--- src/rtl/tss_pkg.sv ---
`timescale 1ns / 1ps
// Shared types, codes and constants of the temperature sensor supervisor.
package tss_pkg;

  // Configuration port geometry
  localparam int CFG_AW = 5;
  localparam int CFG_DW = 32;

  // Register indexes (byte address / 4)
  localparam logic [2:0] REG_LOW_LIMIT       = 3'd0;
  localparam logic [2:0] REG_HIGH_LIMIT      = 3'd1;
  localparam logic [2:0] REG_STALE_TIMEOUT   = 3'd2;
  localparam logic [2:0] REG_POWER_OFF_TIME  = 3'd3;
  localparam logic [2:0] REG_POWER_ON_SETTLE = 3'd4;

  // Register reset values
  localparam logic [11:0] LOW_LIMIT_RST       = 12'(-880);
  localparam logic [11:0] HIGH_LIMIT_RST      = 12'd1360;
  localparam logic [31:0] STALE_TIMEOUT_RST   = 32'd60000;
  localparam logic [15:0] POWER_OFF_TIME_RST  = 16'd1000;
  localparam logic [15:0] POWER_ON_SETTLE_RST = 16'd500;

  // Item kinds
  localparam logic [1:0] OP_TICK   = 2'd0;
  localparam logic [1:0] OP_READ   = 2'd1;
  localparam logic [1:0] OP_DETECT = 2'd2;

  // Result status codes
  localparam logic [1:0] ST_VALID    = 2'd0;
  localparam logic [1:0] ST_INVALID  = 2'd1;
  localparam logic [1:0] ST_NOSENSOR = 2'd2;
  localparam logic [1:0] ST_NONE     = 2'd3;

  // Special temperature codes, 1/16 degree
  localparam logic [11:0] DISCONNECT_CODE = 12'(-2032);
  localparam logic [14:0] NO_SENSOR_CODE  = 15'(-15984);

  typedef enum logic [1:0] {
    PH_IDLE   = 2'd0,
    PH_OFF    = 2'd1,
    PH_SETTLE = 2'd2
  } phase_t;

  typedef struct packed {
    logic [11:0] low_limit;
    logic [11:0] high_limit;
    logic [31:0] stale_timeout;
    logic [15:0] power_off_time;
    logic [15:0] power_on_settle;
  } cfg_t;

  typedef struct packed {
    logic [1:0]  restart_phase;
    logic        detect_request;
    logic        power_enable;
    logic [1:0]  status;
    logic [14:0] temp_value;
  } res_t;

endpackage

--- src/rtl/tss_cfg_regs.sv ---
`timescale 1ns / 1ps
// Configuration register file with its APB-style access port.
module tss_cfg_regs (
  input  logic                        clk,
  input  logic                        rst_n,
  input  logic                        psel,
  input  logic                        penable,
  input  logic                        pwrite,
  input  logic [tss_pkg::CFG_AW-1:0]  paddr,
  input  logic [tss_pkg::CFG_DW-1:0]  pwdata,
  output logic [tss_pkg::CFG_DW-1:0]  prdata,
  output logic                        pready,
  output tss_pkg::cfg_t               cfg
);

  tss_pkg::cfg_t cfg_r;
  logic          wr_en;
  logic [2:0]    reg_idx;

  assign pready  = 1'b1;
  assign wr_en   = psel & penable & pwrite & pready;
  assign reg_idx = paddr[tss_pkg::CFG_AW-1:2];
  assign cfg     = cfg_r;

  always_ff @(posedge clk) begin
    if (!rst_n) begin
      cfg_r.low_limit       <= tss_pkg::LOW_LIMIT_RST;
      cfg_r.high_limit      <= tss_pkg::HIGH_LIMIT_RST;
      cfg_r.stale_timeout   <= tss_pkg::STALE_TIMEOUT_RST;
      cfg_r.power_off_time  <= tss_pkg::POWER_OFF_TIME_RST;
      cfg_r.power_on_settle <= tss_pkg::POWER_ON_SETTLE_RST;
    end else if (wr_en) begin
      unique case (reg_idx)
        tss_pkg::REG_LOW_LIMIT:       cfg_r.low_limit       <= pwdata[11:0];
        tss_pkg::REG_HIGH_LIMIT:      cfg_r.high_limit      <= pwdata[11:0];
        tss_pkg::REG_STALE_TIMEOUT:   cfg_r.stale_timeout   <= pwdata[31:0];
        tss_pkg::REG_POWER_OFF_TIME:  cfg_r.power_off_time  <= pwdata[15:0];
        tss_pkg::REG_POWER_ON_SETTLE: cfg_r.power_on_settle <= pwdata[15:0];
        default: ;
      endcase
    end
  end

  always_comb begin
    unique case (reg_idx)
      tss_pkg::REG_LOW_LIMIT:       prdata = {{20{cfg_r.low_limit[11]}}, cfg_r.low_limit};
      tss_pkg::REG_HIGH_LIMIT:      prdata = {{20{cfg_r.high_limit[11]}}, cfg_r.high_limit};
      tss_pkg::REG_STALE_TIMEOUT:   prdata = cfg_r.stale_timeout;
      tss_pkg::REG_POWER_OFF_TIME:  prdata = {16'd0, cfg_r.power_off_time};
      tss_pkg::REG_POWER_ON_SETTLE: prdata = {16'd0, cfg_r.power_on_settle};
      default:                      prdata = '0;
    endcase
  end

endmodule

--- src/rtl/tss_core.sv ---
`timescale 1ns / 1ps
// Supervisor state and the single-pass update that produces one result per item.
module tss_core (
  input  logic           clk,
  input  logic           rst_n,
  input  tss_pkg::cfg_t  cfg,
  input  logic           step_en,
  input  logic [1:0]     opcode,
  input  logic [11:0]    temp_sample,
  input  logic           sensor_present,
  output tss_pkg::res_t  res
);

  tss_pkg::phase_t phase_r, phase_nxt;
  logic            found_r, found_nxt;
  logic [11:0]     last_r, last_nxt;
  logic [31:0]     stale_r, stale_nxt;
  logic [15:0]     pcnt_r, pcnt_nxt;
  logic            power_r, power_nxt;
  logic            detect;
  logic            sample_bad;

  assign sample_bad = (temp_sample == tss_pkg::DISCONNECT_CODE) ||
                      ($signed(temp_sample) < $signed(cfg.low_limit)) ||
                      ($signed(temp_sample) > $signed(cfg.high_limit));

  always_comb begin
    phase_nxt      = phase_r;
    found_nxt      = found_r;
    last_nxt       = last_r;
    stale_nxt      = stale_r;
    pcnt_nxt       = pcnt_r;
    power_nxt      = power_r;
    detect         = 1'b0;
    res.temp_value = '0;
    res.status     = tss_pkg::ST_NONE;

    unique case (opcode)
      tss_pkg::OP_TICK: begin
        // saturate the staleness count
        stale_nxt = (&stale_r) ? stale_r : stale_r + 32'd1;
        unique case (phase_r)
          tss_pkg::PH_OFF: begin
            if (pcnt_r >= cfg.power_off_time) begin
              power_nxt = 1'b1;
              pcnt_nxt  = '0;
              phase_nxt = tss_pkg::PH_SETTLE;
            end else begin
              pcnt_nxt = pcnt_r + 16'd1;
            end
          end
          tss_pkg::PH_SETTLE: begin
            if (pcnt_r >= cfg.power_on_settle) begin
              stale_nxt = '0;
              detect    = 1'b1;
              phase_nxt = tss_pkg::PH_IDLE;
            end else begin
              pcnt_nxt = pcnt_r + 16'd1;
            end
          end
          default: begin
            // compare the count before this tick
            phase_nxt = tss_pkg::PH_IDLE;
            if (stale_r >= cfg.stale_timeout) begin
              power_nxt = 1'b0;
              pcnt_nxt  = '0;
              phase_nxt = tss_pkg::PH_OFF;
            end
          end
        endcase
      end
      tss_pkg::OP_READ: begin
        priority if (!found_r) begin
          res.temp_value = tss_pkg::NO_SENSOR_CODE;
          res.status     = tss_pkg::ST_NOSENSOR;
        end else if (sample_bad) begin
          res.temp_value = {{3{last_r[11]}}, last_r};
          res.status     = tss_pkg::ST_INVALID;
        end else begin
          if (temp_sample != last_r) begin
            last_nxt  = temp_sample;
            stale_nxt = '0;
          end
          res.temp_value = {{3{temp_sample[11]}}, temp_sample};
          res.status     = tss_pkg::ST_VALID;
        end
      end
      tss_pkg::OP_DETECT: found_nxt = sensor_present;
      default: ;
    endcase

    res.power_enable   = power_nxt;
    res.detect_request = detect;
    res.restart_phase  = phase_nxt;
  end

  always_ff @(posedge clk) begin
    if (!rst_n) begin
      phase_r <= tss_pkg::PH_IDLE;
      found_r <= 1'b0;
      last_r  <= '0;
      stale_r <= '0;
      pcnt_r  <= '0;
      power_r <= 1'b1;
    end else if (step_en) begin
      phase_r <= phase_nxt;
      found_r <= found_nxt;
      last_r  <= last_nxt;
      stale_r <= stale_nxt;
      pcnt_r  <= pcnt_nxt;
      power_r <= power_nxt;
    end
  end

endmodule

--- src/rtl/temp_sensor_supervisor.sv ---
`timescale 1ns / 1ps
// Path: an accepted item is held in the input register, then its result in the result register.
// Throughput: one item per cycle while the output does not stall; the supervisor state is read and written in one pass.
// Reset (rst_n low at a clock edge): both stages empty, restart phase idle, power on,
// no sensor found, last valid value and counters zero, registers at their defaults.
// Top level of the temperature sensor supervisor.
module temp_sensor_supervisor (
  input  logic                        clk,
  input  logic                        rst_n,
  input  logic                        in_tvalid,
  output logic                        in_tready,
  input  logic [15:0]                 in_tdata,   // temp_sample[11:0], sensor_present[12]
  input  logic [1:0]                  in_tuser,   // opcode[1:0]
  output logic                        out_tvalid,
  input  logic                        out_tready,
  // temp_value[14:0], power_enable[15], detect_request[16], restart_phase[18:17]
  output logic [23:0]                 out_tdata,
  output logic [1:0]                  out_tuser,  // status[1:0]
  input  logic                        cfg_psel,
  input  logic                        cfg_penable,
  input  logic                        cfg_pwrite,
  input  logic [tss_pkg::CFG_AW-1:0]  cfg_paddr,
  input  logic [tss_pkg::CFG_DW-1:0]  cfg_pwdata,
  output logic [tss_pkg::CFG_DW-1:0]  cfg_prdata,
  output logic                        cfg_pready
);

  tss_pkg::cfg_t cfg;
  tss_pkg::res_t res;
  tss_pkg::res_t res_r;

  logic        s1_valid_r;
  logic [1:0]  s1_opcode_r;
  logic [11:0] s1_sample_r;
  logic        s1_present_r;
  logic        out_valid_r;
  logic        advance;
  logic        in_xfer;

  assign advance   = s1_valid_r & (~out_valid_r | out_tready);
  assign in_tready = ~s1_valid_r | advance;
  assign in_xfer   = in_tvalid & in_tready;

  tss_cfg_regs u_cfg (
    .clk     (clk),
    .rst_n   (rst_n),
    .psel    (cfg_psel),
    .penable (cfg_penable),
    .pwrite  (cfg_pwrite),
    .paddr   (cfg_paddr),
    .pwdata  (cfg_pwdata),
    .prdata  (cfg_prdata),
    .pready  (cfg_pready),
    .cfg     (cfg)
  );

  tss_core u_core (
    .clk            (clk),
    .rst_n          (rst_n),
    .cfg            (cfg),
    .step_en        (advance),
    .opcode         (s1_opcode_r),
    .temp_sample    (s1_sample_r),
    .sensor_present (s1_present_r),
    .res            (res)
  );

  // input stage
  always_ff @(posedge clk) begin
    if (!rst_n) begin
      s1_valid_r <= 1'b0;
    end else if (in_tready) begin
      s1_valid_r <= in_tvalid;
    end
  end

  always_ff @(posedge clk) begin
    if (in_xfer) begin
      s1_opcode_r  <= in_tuser;
      s1_sample_r  <= in_tdata[11:0];
      s1_present_r <= in_tdata[12];
    end
  end

  // result stage: hold until the transfer completes
  always_ff @(posedge clk) begin
    if (!rst_n) begin
      out_valid_r <= 1'b0;
    end else if (advance) begin
      out_valid_r <= 1'b1;
    end else if (out_tready) begin
      out_valid_r <= 1'b0;
    end
  end

  always_ff @(posedge clk) begin
    if (advance) begin
      res_r <= res;
    end
  end

  assign out_tvalid = out_valid_r;
  assign out_tuser  = res_r.status;
  assign out_tdata  = {5'd0, res_r.restart_phase, res_r.detect_request,
                       res_r.power_enable, res_r.temp_value};

`ifndef ASSERT_OFF
  a_detect_idle: assert property (@(posedge clk) disable iff (!rst_n)
    out_valid_r && res_r.detect_request |-> res_r.restart_phase == tss_pkg::PH_IDLE)
    else $error("re-detection request outside idle phase");

  a_off_unpowered: assert property (@(posedge clk) disable iff (!rst_n)
    out_valid_r && (res_r.restart_phase == tss_pkg::PH_OFF) |-> !res_r.power_enable)
    else $error("power on during power-off phase");

  a_stall_blocks: assert property (@(posedge clk) disable iff (!rst_n)
    s1_valid_r && out_valid_r && !out_tready |-> !in_tready && !advance)
    else $error("input taken while both stages are full");

  a_status_value: assert property (@(posedge clk) disable iff (!rst_n)
    out_valid_r && (res_r.status == tss_pkg::ST_NONE) |-> res_r.temp_value == '0)
    else $error("non-reading result carries a temperature");
`endif

endmodule

--- config.mk ---
export PLATFORM = sky130hd
export DESIGN_NAME = temp_sensor_supervisor
export DESIGN_NICKNAME = d
export VERILOG_FILES = /design/src/rtl/tss_pkg.sv /design/src/rtl/tss_cfg_regs.sv /design/src/rtl/tss_core.sv /design/src/rtl/temp_sensor_supervisor.sv
export SDC_FILE = /design/constraint.sdc
export NUM_CORES = 1
export LEC_CHECK = 0
export BUFFER_PORTS_ARGS = -buffer_cell sky130_fd_sc_hd__buf_2
export CORE_MARGIN = 2
export CORE_UTILIZATION = 40
export CTS_CLUSTER_DIAMETER = 30
export DETAILED_ROUTE_END_ITERATION = 8
export HOLD_SLACK_MARGIN = 0.1
export PLACE_DENSITY = 0.69
export RECOVER_POWER = 50
export SLEW_MARGIN = 20
export SYNTH_ARGS = -nofsm -noshare
export SYNTH_HDL_FRONTEND = slang
export SYNTH_HIERARCHICAL = 1
export SYNTH_SLANG_ARGS = --single-unit
--- constraint.sdc ---
create_clock -name clk -period 3.25 [get_ports clk]
set_input_delay 0.325 -clock clk [delete_from_list [all_inputs] [get_ports clk]]
set_output_delay 0.325 -clock clk [all_outputs]
set_load 0.02 [all_outputs]
Word-level counts from Yosys, hierarchy flattened:

Cells that the tools add are included.

* multiplexer cells: 26
* $lt $le $gt $ge: 5
* bitwise operators: 9
* reductions and logical operators: 19
* add/subtract/negate cells: 2
* equality and inequality tests: 14

Operators by type and width (number)
* 2-to-1 mux 32 bit: 6
* one-hot mux 32 bit (5 select lines): 1
* 2-to-1 mux 16 bit: 5
* one-hot mux 32 bit (2 select lines): 1
* adder 32 x 1 -> 32 bit (second input constant): 1
* greater-or-equal comparator 16 bit: 2
* greater-or-equal comparator 32 bit: 1
* one-hot mux 16 bit (2 select lines): 1
* AND reduction 32 bit: 1
* adder 16 x 1 -> 16 bit (second input constant): 1
* AND reduction 2 bit: 8
* == test 12 bit (second input constant): 1
* > comparator 12 bit: 1
* < comparator 12 bit: 1
* != test 12 bit: 1
* AND reduction 5 bit: 2
* 2-to-1 mux 1 bit: 7
* == test 3 x 2 -> 1 bit (second input constant): 2
* 2-to-1 mux 2 bit: 3
* bitwise AND 1 bit: 4
* == test 2 x 1 -> 1 bit (second input constant): 2
* == test 2 bit (second input constant): 2
* != test 2 x 1 -> 1 bit (second input constant): 2
* != test 2 bit (second input constant): 2
* 12 further kinds: 17

* flip-flop bits (word level): 190
* word-level logic and storage cells: 98
* bits of input ports: 62
* output and inout port bits: 61

Logic depth before layout (Yosys ltp):

* depth after elaboration: 6
* depth in mapped cells: 12
* gate-level depth less buffers: 10

By module:

Netlist, hierarchy kept.

By module, submodules not included
* tss_core: area each 6019.5 um^2, seq. area each 1281.2 um^2, cells an instance 797, times used 1
* tss_cfg_regs: area each 4166.5 um^2, seq. area each 1761.7 um^2, cells an instance 449, times used 1
* temp_sensor_supervisor: area each 1226.2 um^2, seq. area each 1121.1 um^2, cells an instance 51, times used 1

Least setup slack after synthesis:

OpenSTA, ideal clock, no wires.

* kind: register -> register
* start: reg out_valid_r (netlist: out_tvalid)
* end: reg u_core.stale_r[17]
* data required time: 3180 ps
* clock period less this slack: 3300 ps
* arrival: 3229 ps
* path slack: -50 ps
* setup time: 70 ps
* cell stages (with the launch flop): 11
* path buffers: 2
* path through: dfxtp_1 > nor2b_4 > nor2b_1 > inv_1 > nor2_1 > and2_1 > nand2_1 > clkbuf_1 > buf_2 > or3b_2 > a21oi_1

* word-level cells in the longest chain between the ends: 4

RTL lines
* start: declaration: RTL line temp_sensor_supervisor.sv:36 `logic out_valid_r;`
* start signal: assignment: RTL line temp_sensor_supervisor.sv:88 `out_valid_r <= 1'b0;`
* start signal: assignment: RTL line temp_sensor_supervisor.sv:90 `out_valid_r <= 1'b1;`
* start signal: assignment: RTL line temp_sensor_supervisor.sv:92 `out_valid_r <= 1'b0;`
* NOT 1 bit: RTL line temp_sensor_supervisor.sv:40 `assign advance = s1_valid_r & (~out_valid_r | out_tready);`
* OR 1 bit: RTL line temp_sensor_supervisor.sv:40
* bitwise AND 1 bit: RTL line temp_sensor_supervisor.sv:40
* net advance: RTL line temp_sensor_supervisor.sv:37 `logic advance;`
* AND reduction 5 bit (no source line)
* end signal: assignment: RTL line tss_core.sv:109 `stale_r <= stale_nxt;`
* end: declaration: RTL line tss_core.sv:17 `logic [31:0] stale_r, stale_nxt;`

The timed path passes the listed nets, and every way through them passes these cells.
A chain may end at the register's enable or synchronous reset.

Worst setup path after layout:

* start: reg u_cfg.cfg_r (netlist bit u_cfg/cfg[65])
* end: reg u_core.stale_r[6]

* word-level cells in the longest chain between the ends: 4

RTL lines
* start: declaration: RTL line tss_cfg_regs.sv:16 `tss_pkg::cfg_t cfg_r;`
* > comparator 12 bit: RTL line tss_core.sv:25 `($signed(temp_sample) > $signed(cfg.high_limit));`
* logical OR 1 bit: RTL line tss_core.sv:24 `($signed(temp_sample) < $signed(cfg.low_limit)) ||`
* != test 2 bit (no source line)
* AND reduction 5 bit (no source line)

No other way between the ends.

==> flow_summary.toml <==
[outcome]
status = "complete, but fails checks"
violations = "capacitance limit, slew limit"

[synth]
ys_ff_latch = 190
syn_area_sq_um = 11400
syn_inst = 1297
synth_edf_count = 36
avgSynthCellArea_sq_um = 8.80
ys.warnings.count = 6
yosysMostFrequentCell = "nand2_1"
synth.top_cells.by_area = "dfxtp_1 27%, ha_1 10%, edfxtp_1 9.5%"
synth_common_cells = "155 x nand2_1, 154 x dfxtp_1, 124 x inv_1"
synth_ff_type = "dfxtp_1"
yosysTopAreaCellShare_pct = 27.0
synth.distinct_cells = 85
synth_area_leader_cell = "dfxtp_1"
ys_seq_area_share_pct = 36.5
async_reset_ff_share_pct = 0

[power]
combPwrFrac_pct = 9.7
seqPwrFrac_pct = 47.9
pwr_density_cell_nw_per_um2 = 390
p_switching_mw = 1.34
vdd_drop_max_v = 0.000328
p_int_mw = 3.78
p_clk_share_pct = 42.4
swShare_pct = 26.2
power_leakage_nw = 5.69

[floorplan]
start_util_pct = 40.9
die_y_um = 173
die-area_sq_um = 29900
die_x_um = 173
core.rowCount = 61
io_pins = 123
coreArea_sq_um = 27900

[clocking]
clock_sinks = 190
htreeDepth = 4
path_clk_slew_ps = 80
numCtsBuffers = 17
cts_setup_buffers = 0
ctsRootBufferMaster = "clkbuf_16"
clock_latency_ps = 440
cts_tree = "done"
cts_buffer_depth = 2

[worst_setup_path]
r2r_cells = 11
startpoint_type = "flip-flop"
crit_type = "flip-flop to flip-flop"
arrival_ps = 3410
regToRegSetupSlack_ps = 130
r2r_end = "u_core/stale_r[6]"
worstSetupStartpoint = "u_cfg/cfg[65]"
worstPathMaxFanout = 16
required_ps = 3530
timing.rr.start = "u_cfg/cfg[65]"
end_kind = "flip-flop"

[global_routing]
antenna_found_initial = 0
grtUsageTotal_pct = 20.1
grt_pass1_wl_mm = 49.2
overflow = 0
grt_pass1_vias = 9649
grt_max_degree = 157

[route]
via_per_inst = 5.50
ant_nets = 0
routed_wl_mm = 30.3
wl_per_cell_um = 16.7
drt-pass1-iter-count = 6
vias = 9947
drc = 0
drt_iter0_markers = 802

[min_path]
hp-start = "cfg_pwdata[29]"
hold_class = "primary input to flip-flop"
hold_depth = 3
holdPathEnd = "u_cfg/cfg[61]"

[layout]
diodes = 0
drive_gt1_share_pct = 13.8
nets = 1572
syn2layout_area_growth_pct = 14.9
finish.utilization_pct = 46.9
stdcell_count = 1810

[placed_design]
place_congestion = 0.886
dp_cells = 1763
hpwl_mm = 22.5
io_buffers = 111

[timing]
worst_pin_slew_ps = 1530
whs_ps = 131
relSlewSlack_pct = -1.70
post-route-period-util_pct = 96.1
setup_viol = 0
min_period_ps = 3120
fmax_mhz = 320
final_max_slew_viol_count = 32
fin_skew_ps = 16.1
hold_viol = 0

[run]
max_cap_violations = 1
## registers in the layout, indices dropped and copies added (netlist names)
name and cells:
out_tdata 19, s1_opcode_r 2, u_core/power_r 1, s1_valid_r 1
out_tuser 2, u_core/pcnt_r 16, u_core/stale_r 32, s1_present_r 1
u_core/found_r 1, out_tvalid 1, u_core/last_r 12, u_cfg/cfg 88
u_core/phase_r 2, s1_sample_r 12
## stage by stage
step / setup WS (ps) / instance area, sq um / total power [mW] / setup TNS, ps
2_1_floorplan: 409 / 11400 / 2.81 / 0
6_report: 126 / 13100 / 5.12 / 0
3_5_place_dp: 75.5 / 12400 / 2.99 / 0
4_1_cts: 32.9 / 13200 / 5.15 / 0
3_3_place_gp: 256 / 12400 / 2.99 / 0
5_1_grt: -4.50 / 13100 / 5.28 / -4.96
## critical path, cell delays in order (launching register included)
cell	delay [ps]
dfxtp_1	400
inv_1	60
ha_1	300
nor2b_1	130
o211ai_1	230
a21boi_0	170
o41a_1	440
a211oi_4	410
a31oi_4	350
buf_4	270
a21oi_1	120
a211oi_1	80
## final cells by class
cell class                      count  area (sq um)
Clock buffer                       20           468
Clock inverter                     12           139
Fill cell                        2714         14800
Inverter                          124           465
Multi-Input combinational cell    917          6390
Sequential cell                   190          4160
Tap cell                          378           473
Timing Repair Buffer              169          1010
## how the worst max path moves through the flow
stage / end / slack [ps] / cells past startpoint
after floorplan: u_core/stale_r[17] / 410 / 10
after global placement: u_core/stale_r[6] / 260 / 11
after detailed placement: u_core/pcnt_r[1] / 80 / 11
after CTS: u_core/pcnt_r[1] / 30 / 11
after global routing: u_core/pcnt_r[1] / -4 / 11
final: u_core/stale_r[6] / 130 / 11
## per-layer routing
layer | vias to the layer above | global-route usage [%] | part of all wire [%]
li1 | 4852 | - | -
met1 | 4721 | 25.7 | 44
met2 | 319 | 34.5 | 48
met3 | 55 | 3.03 | 5.2
met4 | 0 | 6.99 | 2.5
met5 | - | 0 | 0
## cells by family (layout without fill, tap and decap cells)
| kind of cell | Yosys count | count (layout) | synth area share [%] |
|---|---|---|---|
| xor gates and xnor gates | 13 | 13 | 0.998 |
| other | 2 | 6 | 0.0658 |
| AOI/OAI and AO/OA | 294 | 294 | 16.9 |
| muxes | 112 | 112 | 10.0 |
| DFF | 190 | 190 | 36.5 |
| buffers and inverters | 194 | 325 | 7.38 |
| adders and majority gates | 91 | 91 | 9.98 |
| and+or+nand+nor | 401 | 401 | 18.2 |
## cell usage in the layout (no fill, tap or decap), drive strengths merged, types with 7 or more instances in the layout
cell type and n:
edfxtp 36, o211ai 17, nor2b 21, o21ai 59, nor3 15, ha 91, a21o 27, nand4 18
xor2 12, buf 125, a22oi 22, o22ai 22, and2 7, o21a 8, nand3 38, a21oi 73
dfxtp 154, mux2 16, or4 8, nand2 156, and3 11, dlygate4sd3 15, nand2b 8, or3 20
nor2 66, nor4 8, mux2i 96, a31oi 17, inv 133, clkbuf 49
## power groups by stage
| stage | Clock [mW] | Combinational [mW] | Sequential (mW) |
|---|---|---|---|
| 2_1_floorplan | 0 | 0.292 | 2.52 |
| 3_3_place_gp | 0 | 0.479 | 2.51 |
| 3_5_place_dp | 0 | 0.486 | 2.51 |
| 4_1_cts | 2.19 | 0.502 | 2.45 |
| 5_1_grt | 2.28 | 0.536 | 2.46 |
| 6_report | 2.17 | 0.496 | 2.45 |
## what timing repair did
item,in CTS,in global routing
setup endpoints to repair,0,9
endpoints found under the hold margin,15,0
gates resized for setup,0,2
hold buffers,15,0
No activity file was read; power rests on OpenSTA's default activity.
